--- src/hdl/ddd_pkg.sv ---
package ddd_pkg;

   // field widths
   localparam int YEAR_W   = 14;
   localparam int MONTH_W  = 4;
   localparam int DAY_W    = 5;
   localparam int COUNT_W  = 22;
   localparam int STATUS_W = 2;
   localparam int QUO_W    = 8;

   // valid year range
   localparam logic [YEAR_W-1:0] YEAR_MIN = 14'd1;
   localparam logic [YEAR_W-1:0] YEAR_MAX = 14'd9999;

   // floor(x / 100) = (x * RECIP_100) >> RECIP_SHIFT for every 14-bit x
   localparam logic [12:0] RECIP_100   = 13'd5243;
   localparam int          RECIP_SHIFT = 19;

   localparam logic [8:0] DAYS_PER_YEAR = 9'd365;

   // month codes used by the leap rule
   localparam logic [MONTH_W-1:0] MONTH_JAN = 4'd1;
   localparam logic [MONTH_W-1:0] MONTH_FEB = 4'd2;
   localparam logic [MONTH_W-1:0] MONTH_DEC = 4'd12;

   // result status codes
   localparam logic [STATUS_W-1:0] STATUS_OK        = 2'd0;
   localparam logic [STATUS_W-1:0] STATUS_INVALID   = 2'd1;
   localparam logic [STATUS_W-1:0] STATUS_UNORDERED = 2'd2;

   // one date after the year split stage
   typedef struct packed {
      logic [YEAR_W-1:0]  p;
      logic [QUO_W-1:0]   qp;
      logic               c100;
      logic [1:0]         qy_lo;
      logic [1:0]         y_lo;
      logic               year_ok;
      logic [MONTH_W-1:0] month;
      logic [DAY_W-1:0]   day;
   } split_type;

   // one date after the serial stage
   typedef struct packed {
      logic [COUNT_W-1:0] serial;
      logic               ok;
   } serial_type;

   // length of a month in a common year, 0 for codes that are no month
   function automatic logic [DAY_W-1:0] month_len(input logic [MONTH_W-1:0] m);
      logic [DAY_W-1:0] len;
      case (m)
         4'd1, 4'd3, 4'd5, 4'd7, 4'd8, 4'd10, 4'd12: len = 5'd31;
         4'd4, 4'd6, 4'd9, 4'd11:                    len = 5'd30;
         4'd2:                                       len = 5'd28;
         default:                                    len = 5'd0;
      endcase
      return len;
   endfunction

   // days before the first of the month in a common year
   function automatic logic [8:0] month_start(input logic [MONTH_W-1:0] m);
      logic [8:0] s;
      case (m)
         4'd1:    s = 9'd0;
         4'd2:    s = 9'd31;
         4'd3:    s = 9'd59;
         4'd4:    s = 9'd90;
         4'd5:    s = 9'd120;
         4'd6:    s = 9'd151;
         4'd7:    s = 9'd181;
         4'd8:    s = 9'd212;
         4'd9:    s = 9'd243;
         4'd10:   s = 9'd273;
         4'd11:   s = 9'd304;
         4'd12:   s = 9'd334;
         default: s = 9'd0;
      endcase
      return s;
   endfunction

endpackage

--- src/hdl/ddd_req_if.sv ---
interface ddd_req_if;
   logic                        valid;
   logic                        ready;
   logic [ddd_pkg::YEAR_W-1:0]  begin_year;
   logic [ddd_pkg::MONTH_W-1:0] begin_month;
   logic [ddd_pkg::DAY_W-1:0]   begin_day;
   logic [ddd_pkg::YEAR_W-1:0]  end_year;
   logic [ddd_pkg::MONTH_W-1:0] end_month;
   logic [ddd_pkg::DAY_W-1:0]   end_day;

   modport source (output valid, begin_year, begin_month, begin_day,
                   end_year, end_month, end_day, input ready);
   modport sink (input valid, begin_year, begin_month, begin_day,
                 end_year, end_month, end_day, output ready);
endinterface

--- src/hdl/ddd_rsp_if.sv ---
interface ddd_rsp_if;
   logic                         valid;
   logic                         ready;
   logic [ddd_pkg::COUNT_W-1:0]  day_count;
   logic [ddd_pkg::STATUS_W-1:0] status;

   modport source (output valid, day_count, status, input ready);
   modport sink (input valid, day_count, status, output ready);
endinterface

--- src/hdl/ddd_year_split.sv ---
module ddd_year_split (
   input  logic                        clock,
   input  logic                        load,
   input  logic [ddd_pkg::YEAR_W-1:0]  year,
   input  logic [ddd_pkg::MONTH_W-1:0] month,
   input  logic [ddd_pkg::DAY_W-1:0]   day,
   output ddd_pkg::split_type          split
);

   localparam int PROD_W = ddd_pkg::YEAR_W + 13;

   logic [ddd_pkg::YEAR_W-1:0] p;
   logic [PROD_W-1:0]          prod_p;
   logic [PROD_W-1:0]          prod_y;
   logic [ddd_pkg::QUO_W-1:0]  qp;
   logic [ddd_pkg::QUO_W-1:0]  qy;
   ddd_pkg::split_type         split_in;
   ddd_pkg::split_type         split_ff;

   // completed years and their hundreds by reciprocal multiply
   always_comb begin
      p      = year - ddd_pkg::YEAR_W'(1);
      prod_p = PROD_W'(p) * PROD_W'(ddd_pkg::RECIP_100);
      prod_y = PROD_W'(year) * PROD_W'(ddd_pkg::RECIP_100);
      qp     = prod_p[ddd_pkg::RECIP_SHIFT +: ddd_pkg::QUO_W];
      qy     = prod_y[ddd_pkg::RECIP_SHIFT +: ddd_pkg::QUO_W];
   end

   // the hundreds count steps from p to year exactly at a century year
   always_comb begin
      split_in.p       = p;
      split_in.qp      = qp;
      split_in.c100    = (qy != qp);
      split_in.qy_lo   = qy[1:0];
      split_in.y_lo    = year[1:0];
      split_in.year_ok = (year >= ddd_pkg::YEAR_MIN) && (year <= ddd_pkg::YEAR_MAX);
      split_in.month   = month;
      split_in.day     = day;
   end

   always_ff @(posedge clock) begin
      if (load) begin
         split_ff <= split_in;
      end
   end

   assign split = split_ff;

endmodule

--- src/hdl/ddd_serial.sv ---
module ddd_serial (
   input  logic               clock,
   input  logic               load,
   input  ddd_pkg::split_type split,
   output ddd_pkg::serial_type serial
);

   localparam int SUM_W = ddd_pkg::COUNT_W + 1;

   logic                        leap;
   logic [ddd_pkg::DAY_W-1:0]   len;
   logic                        extra;
   logic [SUM_W-1:0]            sum;
   ddd_pkg::serial_type         serial_in;
   ddd_pkg::serial_type         serial_ff;

   // leap rule and date check
   always_comb begin
      leap  = split.c100 ? (split.qy_lo == 2'd0) : (split.y_lo == 2'd0);
      len   = ddd_pkg::month_len(split.month);
      if ((split.month == ddd_pkg::MONTH_FEB) && leap) begin
         len = len + ddd_pkg::DAY_W'(1);
      end
      extra = (split.month > ddd_pkg::MONTH_FEB) && leap;
      serial_in.ok = split.year_ok
                     && (split.month >= ddd_pkg::MONTH_JAN)
                     && (split.month <= ddd_pkg::MONTH_DEC)
                     && (split.day != '0)
                     && (split.day <= len);
   end

   // day serial: 365 p + p/4 - p/100 + p/400 + month offset + leap day + day
   always_comb begin
      sum = SUM_W'(split.p) * SUM_W'(ddd_pkg::DAYS_PER_YEAR)
            + SUM_W'(split.p[ddd_pkg::YEAR_W-1:2])
            - SUM_W'(split.qp)
            + SUM_W'(split.qp[ddd_pkg::QUO_W-1:2])
            + SUM_W'(ddd_pkg::month_start(split.month))
            + SUM_W'(extra)
            + SUM_W'(split.day);
      serial_in.serial = sum[ddd_pkg::COUNT_W-1:0];
   end

   always_ff @(posedge clock) begin
      if (load) begin
         serial_ff <= serial_in;
      end
   end

   assign serial = serial_ff;

endmodule

--- src/hdl/date_difference_days_core.sv ---
// channel   | dir | signals
// ----------+-----+------------------------------------------------------------
// req_chan  | in  | valid, ready, begin/end year (14b), month (4b), day (5b)
// rsp_chan  | out | valid, ready, day_count (22b), status (2b)
//
// one transaction per cycle sustained while rsp_chan is ready; four register stages
// from input capture to the result register
// stages: input capture, year split (reciprocal multiplies), day serial, compare
// reset (synchronous) clears the stage valid bits only
// a stall on rsp_chan holds each occupied stage with no empty stage after it; the others still move on and fill
module date_difference_days_core (
   input  logic clock,
   input  logic reset,
   ddd_req_if.sink   req_chan,
   ddd_rsp_if.source rsp_chan
);

   logic [3:0] valid_ff;
   logic [3:0] valid_in;
   logic [3:0] load;

   logic [ddd_pkg::YEAR_W-1:0]  by_ff, ey_ff;
   logic [ddd_pkg::MONTH_W-1:0] bm_ff, em_ff;
   logic [ddd_pkg::DAY_W-1:0]   bd_ff, ed_ff;

   ddd_pkg::split_type  split_b, split_e;
   ddd_pkg::serial_type serial_b, serial_e;

   logic [ddd_pkg::COUNT_W-1:0]  count_in, count_ff;
   logic [ddd_pkg::STATUS_W-1:0] status_in, status_ff;

   // a stage loads when it is empty or the next stage loads
   always_comb begin
      load[3] = !valid_ff[3] || rsp_chan.ready;
      load[2] = !valid_ff[2] || load[3];
      load[1] = !valid_ff[1] || load[2];
      load[0] = !valid_ff[0] || load[1];
      valid_in[0] = load[0] ? req_chan.valid : valid_ff[0];
      valid_in[1] = load[1] ? valid_ff[0]    : valid_ff[1];
      valid_in[2] = load[2] ? valid_ff[1]    : valid_ff[2];
      valid_in[3] = load[3] ? valid_ff[2]    : valid_ff[3];
   end

   assign req_chan.ready = load[0];

   always_ff @(posedge clock) begin
      if (reset) begin
         valid_ff <= '0;
      end else begin
         valid_ff <= valid_in;
      end
   end

   // input capture
   always_ff @(posedge clock) begin
      if (load[0]) begin
         by_ff <= req_chan.begin_year;
         bm_ff <= req_chan.begin_month;
         bd_ff <= req_chan.begin_day;
         ey_ff <= req_chan.end_year;
         em_ff <= req_chan.end_month;
         ed_ff <= req_chan.end_day;
      end
   end

   // per-date lanes
   ddd_year_split u_split_b (
      .clock (clock), .load (load[1]),
      .year (by_ff), .month (bm_ff), .day (bd_ff), .split (split_b)
   );

   ddd_year_split u_split_e (
      .clock (clock), .load (load[1]),
      .year (ey_ff), .month (em_ff), .day (ed_ff), .split (split_e)
   );

   ddd_serial u_serial_b (
      .clock (clock), .load (load[2]), .split (split_b), .serial (serial_b)
   );

   ddd_serial u_serial_e (
      .clock (clock), .load (load[2]), .split (split_e), .serial (serial_e)
   );

   // compare and difference
   always_comb begin
      if (!serial_b.ok || !serial_e.ok) begin
         status_in = ddd_pkg::STATUS_INVALID;
         count_in  = '0;
      end else if (serial_b.serial >= serial_e.serial) begin
         status_in = ddd_pkg::STATUS_UNORDERED;
         count_in  = '0;
      end else begin
         status_in = ddd_pkg::STATUS_OK;
         count_in  = serial_e.serial - serial_b.serial;
      end
   end

   always_ff @(posedge clock) begin
      if (load[3]) begin
         count_ff  <= count_in;
         status_ff <= status_in;
      end
   end

   assign rsp_chan.valid     = valid_ff[3];
   assign rsp_chan.day_count = count_ff;
   assign rsp_chan.status    = status_ff;

   // a good result always covers at least one day
   a_ok_nonzero: assert property (@(posedge clock) disable iff (reset)
      (rsp_chan.valid && (rsp_chan.status == ddd_pkg::STATUS_OK))
      |-> (rsp_chan.day_count != '0))
      else $error("ok result with zero day count");

   // error results carry no count
   a_err_zero: assert property (@(posedge clock) disable iff (reset)
      (rsp_chan.valid && (rsp_chan.status != ddd_pkg::STATUS_OK))
      |-> (rsp_chan.day_count == '0))
      else $error("error result with nonzero day count");

   // a stalled serial stage keeps its transaction
   a_serial_hold: assert property (@(posedge clock) disable iff (reset)
      (valid_ff[2] && !load[3])
      |=> (valid_ff[2] && $stable(serial_b) && $stable(serial_e)))
      else $error("serial stage changed while stalled");

   // an accepted transaction always enters the capture stage
   a_accept_fill: assert property (@(posedge clock) disable iff (reset)
      (req_chan.valid && req_chan.ready) |=> valid_ff[0])
      else $error("accepted transaction lost at capture");

endmodule

--- src/flat_wrapper.sv ---
// flat-port wrapper written by rule: the top's interface ports become plain ports
module date_difference_days_core_flat 
  (clock, reset, req_chan_valid, req_chan_begin_year, req_chan_begin_month, req_chan_begin_day, req_chan_end_year, req_chan_end_month, req_chan_end_day, req_chan_ready, rsp_chan_valid, rsp_chan_day_count, rsp_chan_status, rsp_chan_ready);
  ddd_req_if req_chan_i ();
  ddd_rsp_if rsp_chan_i ();
  input  logic clock;
  input  logic reset;
  input wire logic [$bits(req_chan_i.valid)-1:0] req_chan_valid;
  input wire logic [$bits(req_chan_i.begin_year)-1:0] req_chan_begin_year;
  input wire logic [$bits(req_chan_i.begin_month)-1:0] req_chan_begin_month;
  input wire logic [$bits(req_chan_i.begin_day)-1:0] req_chan_begin_day;
  input wire logic [$bits(req_chan_i.end_year)-1:0] req_chan_end_year;
  input wire logic [$bits(req_chan_i.end_month)-1:0] req_chan_end_month;
  input wire logic [$bits(req_chan_i.end_day)-1:0] req_chan_end_day;
  output wire logic [$bits(req_chan_i.ready)-1:0] req_chan_ready;
  output wire logic [$bits(rsp_chan_i.valid)-1:0] rsp_chan_valid;
  output wire logic [$bits(rsp_chan_i.day_count)-1:0] rsp_chan_day_count;
  output wire logic [$bits(rsp_chan_i.status)-1:0] rsp_chan_status;
  input wire logic [$bits(rsp_chan_i.ready)-1:0] rsp_chan_ready;
  assign req_chan_i.valid = req_chan_valid;
  assign req_chan_i.begin_year = req_chan_begin_year;
  assign req_chan_i.begin_month = req_chan_begin_month;
  assign req_chan_i.begin_day = req_chan_begin_day;
  assign req_chan_i.end_year = req_chan_end_year;
  assign req_chan_i.end_month = req_chan_end_month;
  assign req_chan_i.end_day = req_chan_end_day;
  assign req_chan_ready = req_chan_i.ready;
  assign rsp_chan_valid = rsp_chan_i.valid;
  assign rsp_chan_day_count = rsp_chan_i.day_count;
  assign rsp_chan_status = rsp_chan_i.status;
  assign rsp_chan_i.ready = rsp_chan_ready;
  date_difference_days_core u_core (.clock(clock), .reset(reset), .req_chan(req_chan_i), .rsp_chan(rsp_chan_i));
endmodule
--- config.mk ---
export PLATFORM = sky130hd
export DESIGN_NAME = date_difference_days_core_flat
export DESIGN_NICKNAME = d
export VERILOG_FILES = /design/src/hdl/ddd_pkg.sv /design/src/hdl/ddd_req_if.sv /design/src/hdl/ddd_rsp_if.sv /design/src/hdl/ddd_year_split.sv /design/src/hdl/ddd_serial.sv /design/src/hdl/date_difference_days_core.sv /design/src/flat_wrapper.sv
export SDC_FILE = /design/constraint.sdc
export NUM_CORES = 2
export LEC_CHECK = 0
export BUFFER_PORTS_ARGS = -buffer_cell sky130_fd_sc_hd__buf_2
export CAP_MARGIN = 15
export CORE_ASPECT_RATIO = 1.75
export CORE_UTILIZATION = 57
export DETAILED_ROUTE_END_ITERATION = 10
export GPL_ROUTABILITY_DRIVEN = 0
export PLACE_DENSITY = 0.74
export SETUP_SLACK_MARGIN = 0.5
export SLEW_MARGIN = 20
export SYNTH_ARGS = -nofsm -noshare
export SYNTH_HDL_FRONTEND = slang
export SYNTH_SLANG_ARGS = --single-unit
--- constraint.sdc ---
create_clock -name clock -period 10.3 [get_ports clock]
set_clock_uncertainty 0.15 [all_clocks]
set_input_delay 1.545 -clock clock [delete_from_list [all_inputs] [get_ports clock]]
set_output_delay 1.545 -clock clock [all_outputs]
set_load 0.005 [all_outputs]
==> metrics.md <==
| Metric | Value |
|---|---|
| Status | complete, no violations |
| Crit path max fanout | 10 |
| Diode count | 0 |
| Register area | between 0.006 and 0.007 sq mm |
| DR iter-0 viols | roughly 670 |
| Top Usage Layer GRT | met2 |
| Max Fclk | 113 MHz |
| Slew Limit Fails | 0 |
| Max-slew headroom | 28.5% |
| Fin crit period | ~9 ns |
| First-pass GRT wire length | between 100 and 150 mm |
| CP endpoint kind | flip-flop |
| Die height | 314 um |
| IO buf count | 75 |
| Post-route ant nets | 0 |
| Pre-Repair DR Iteration Count | 5 |
| Period Utilization, post-route | a little under nine tenths |
| GRT Residual Overflow | 0 |
| Final-report setup violation count | 0 |
| Critical path type | reg2reg |
| Die area | roughly 0.057 sq mm |
| Worst Path Required | ~10 ns |
| Number of core rows | around 110 |
| Multi-input logic area | approximately 0.022 sq mm |
| Clk Tree Root Cell | clkbuf_16 |
| DR WL/cell | around 18 um |
| Drt total wl | 67.2 mm |
| Fin nets | 4,251 |
| Met3 Use GR | around 2.2% |
| Placed Cells | around 3,800 |
| Post-synth ARST share | 0% |
| Area Overhead vs Synth | 6.59% |
| Instance count of the mapped netlist | 2,980 |
| Yosys reg bits | 218 |
| Slowest library cell on the worst path | a311oi_1 |
| Vias per std cell | 5.37 |
| Register area share after synthesis | about 20% |
| Clk sinks | 218 |
| Die W | 180 um |
| Cts repair resizes | 0 |
| Primary FF master, synth | edfxtp_1 |
| Post-Synthesis Net Count | a little over 4,000 |
| Final instance count without filler cells | about 3,800 |
| Clock transition at the registers of the reported paths | approximately 0.07 ns |
| CORE AREA | between 0.05 and 0.06 sq mm |
| Unrepaired setup endpoints after global routing | no |
| Syn. warnings | 0 |
| Worst hold slack | 0.267 ns |
| Gr usage total | approximately a quarter |
| Setup TNS | 0 ns |
| Post-layout util | around 60% |
| Initial antenna violation count | 1 |
| Vias in the first global route | approximately 23,000 |
| DP HPWL | approximately 59 mm |
| Post-synth EDFFs | 190 |
| CP dominant cell by count | inv_1 |
| Largest net degree at the start of global routing | 76 |
| Worst slew pin tran | 1.07 ns |
| Cell Area, Synth | 0.0317 sq mm |
| H-tree Lvls | 1 |
| Cts hold-fix bufs | 0 |
| Ports | 76 |
| Worst EP arrival | 9.00 ns |
| Grt met2 use | around half |
| CTS tree | built |
| Post-route DRC | 0 |
| Hold crit path type | reg2reg |
| Largest area contributor in the netlist | ha_1 |
| Synth Area per Inst | 10.6 sq um |
| Top cells by area, synth | ha_1 (27%), fa_1 (27%), edfxtp_1 (18%) |
| Hold Vio Cnt, Final | 0 |
| Vias post-DR | between 20,000 and 25,000 |
| Share of cells above drive strength 1 | 4.55% |
| Post-synth cell types | roughly 70 |
| Met1 Track Usage GR | 25.8% |
| Number of max-cap violations | 0 |
| Startpoint Class | flip-flop |
| Initial Util | a little under three fifths |
| Number of filler cells placed in the layout | 4,397 |
| Max incr delay on CP | around 0.8 ns |
| Clk_lat worst skew | 0.56 ns |
| Reg2reg setup slack | 1.46 ns |
| Share of Yosys cell area claimed by the top area cell type | 27.3% |
| Post-CTS Setup Repair Bufs | 0 |
| Number of CTS-inserted buffers | 24 |
| CTS Buffer Depth | 3 |
stage by stage:
stage          cell area, sq um  setup slack [ns]
2_1_floorplan             31700              2.43
3_3_place_gp              33000              1.82
3_5_place_dp              33000              1.56
4_1_cts                   33800              1.56
5_1_grt                   33800             0.878
6_report                  33800              1.46
cell families after synthesis:
logic type / synth area share, %
AO/OA/AOI/OAI: 6.23
XOR/XNOR: 4.25
adder cells (fa/ha/maj): 54.3
buffers and inverters: 10.1
flip-flops: 19.8
multiplexers: 0.379
AND/OR/NAND/NOR: 4.93
final timing paths:
| kind | to | from | cells after the start |
|---|---|---|---|
| setup / recovery | u_core.u_split_b.split[14] | u_core.by_ff[0] | 29 |
| hold / removal | u_core.u_split_e.split[2] | u_core.ed_ff[2] | 0 |
| setup reg to reg | u_core.u_split_b.split[14] | u_core.by_ff[0] | 29 |
| hold reg to reg | u_core.u_split_e.split[2] | u_core.ed_ff[2] | 0 |
layout make-up:
cell class / count / share of cell area [%]
clock inverter: 14 / 0.455
inverter: 848 / 9.42
multi-input combinational: 1909 / 65.8
tap: 696 / 2.58
timing repair buffer: 80 / 1.22
clock buffer: 30 / 1.94
sequential: 218 / 18.5
synth_stat cells, types with 4 or more instances:
library cell,n
and2_1,5
o22ai_1,4
ha_1,691
o21a_1,10
a21oi_1,94
o21ai_1,4
nor2_1,94
mux2i_1,12
edfxtp_1,190
or4_1,5
dfxtp_1,28
or3_1,4
o31ai_1,4
nand2b_1,10
a31oi_1,12
a21boi_0,9
nand2_1,94
o211ai_1,6
o21bai_1,20
fa_1,429
and3_1,15
nand4_1,18
nand3_1,24
a211oi_1,11
nor2b_1,11
inv_1,848
a2111o_1,4
a21oi_2,4
xnor3_1,4
xor2_1,36
o21ai_0,51
a21o_1,40
nor3_1,32
a2111oi_0,6
xnor2_1,99
critical path: cells and delay by family, from the launching register on:
family,cells,cell delay (ns)
adders and majority gates,7,2.61
AOI/OAI and AO/OA,7,1.92
xor gates and xnor gates,4,1.39
and+or+nand+nor,6,1.21
buffers and inverters,5,0.72
DFF,1,0.55
routing by layer:
layer	routed length, um	vias to the layer above
met4	4230	2
li1	-	9704
met1	24100	10055
met2	37000	421
met3	1860	205
met5	17	-
placed cells by master (no fill, tap or decap), types with 25 or more instances in the layout:
cell type  count
a21o_1        40
a21oi_1       94
buf_2         75
clkbuf_16     25
dfxtp_1       28
edfxtp_1     190
fa_1         429
ha_1         691
inv_1        847
nand2_1       92
nor2_1        94
nor3_1        32
o21ai_0       51
xnor2_1       98
xor2_1        36
Power is not shown: default switching activity piles up to over one toggle a cycle in this logic, so the estimate is an artifact.
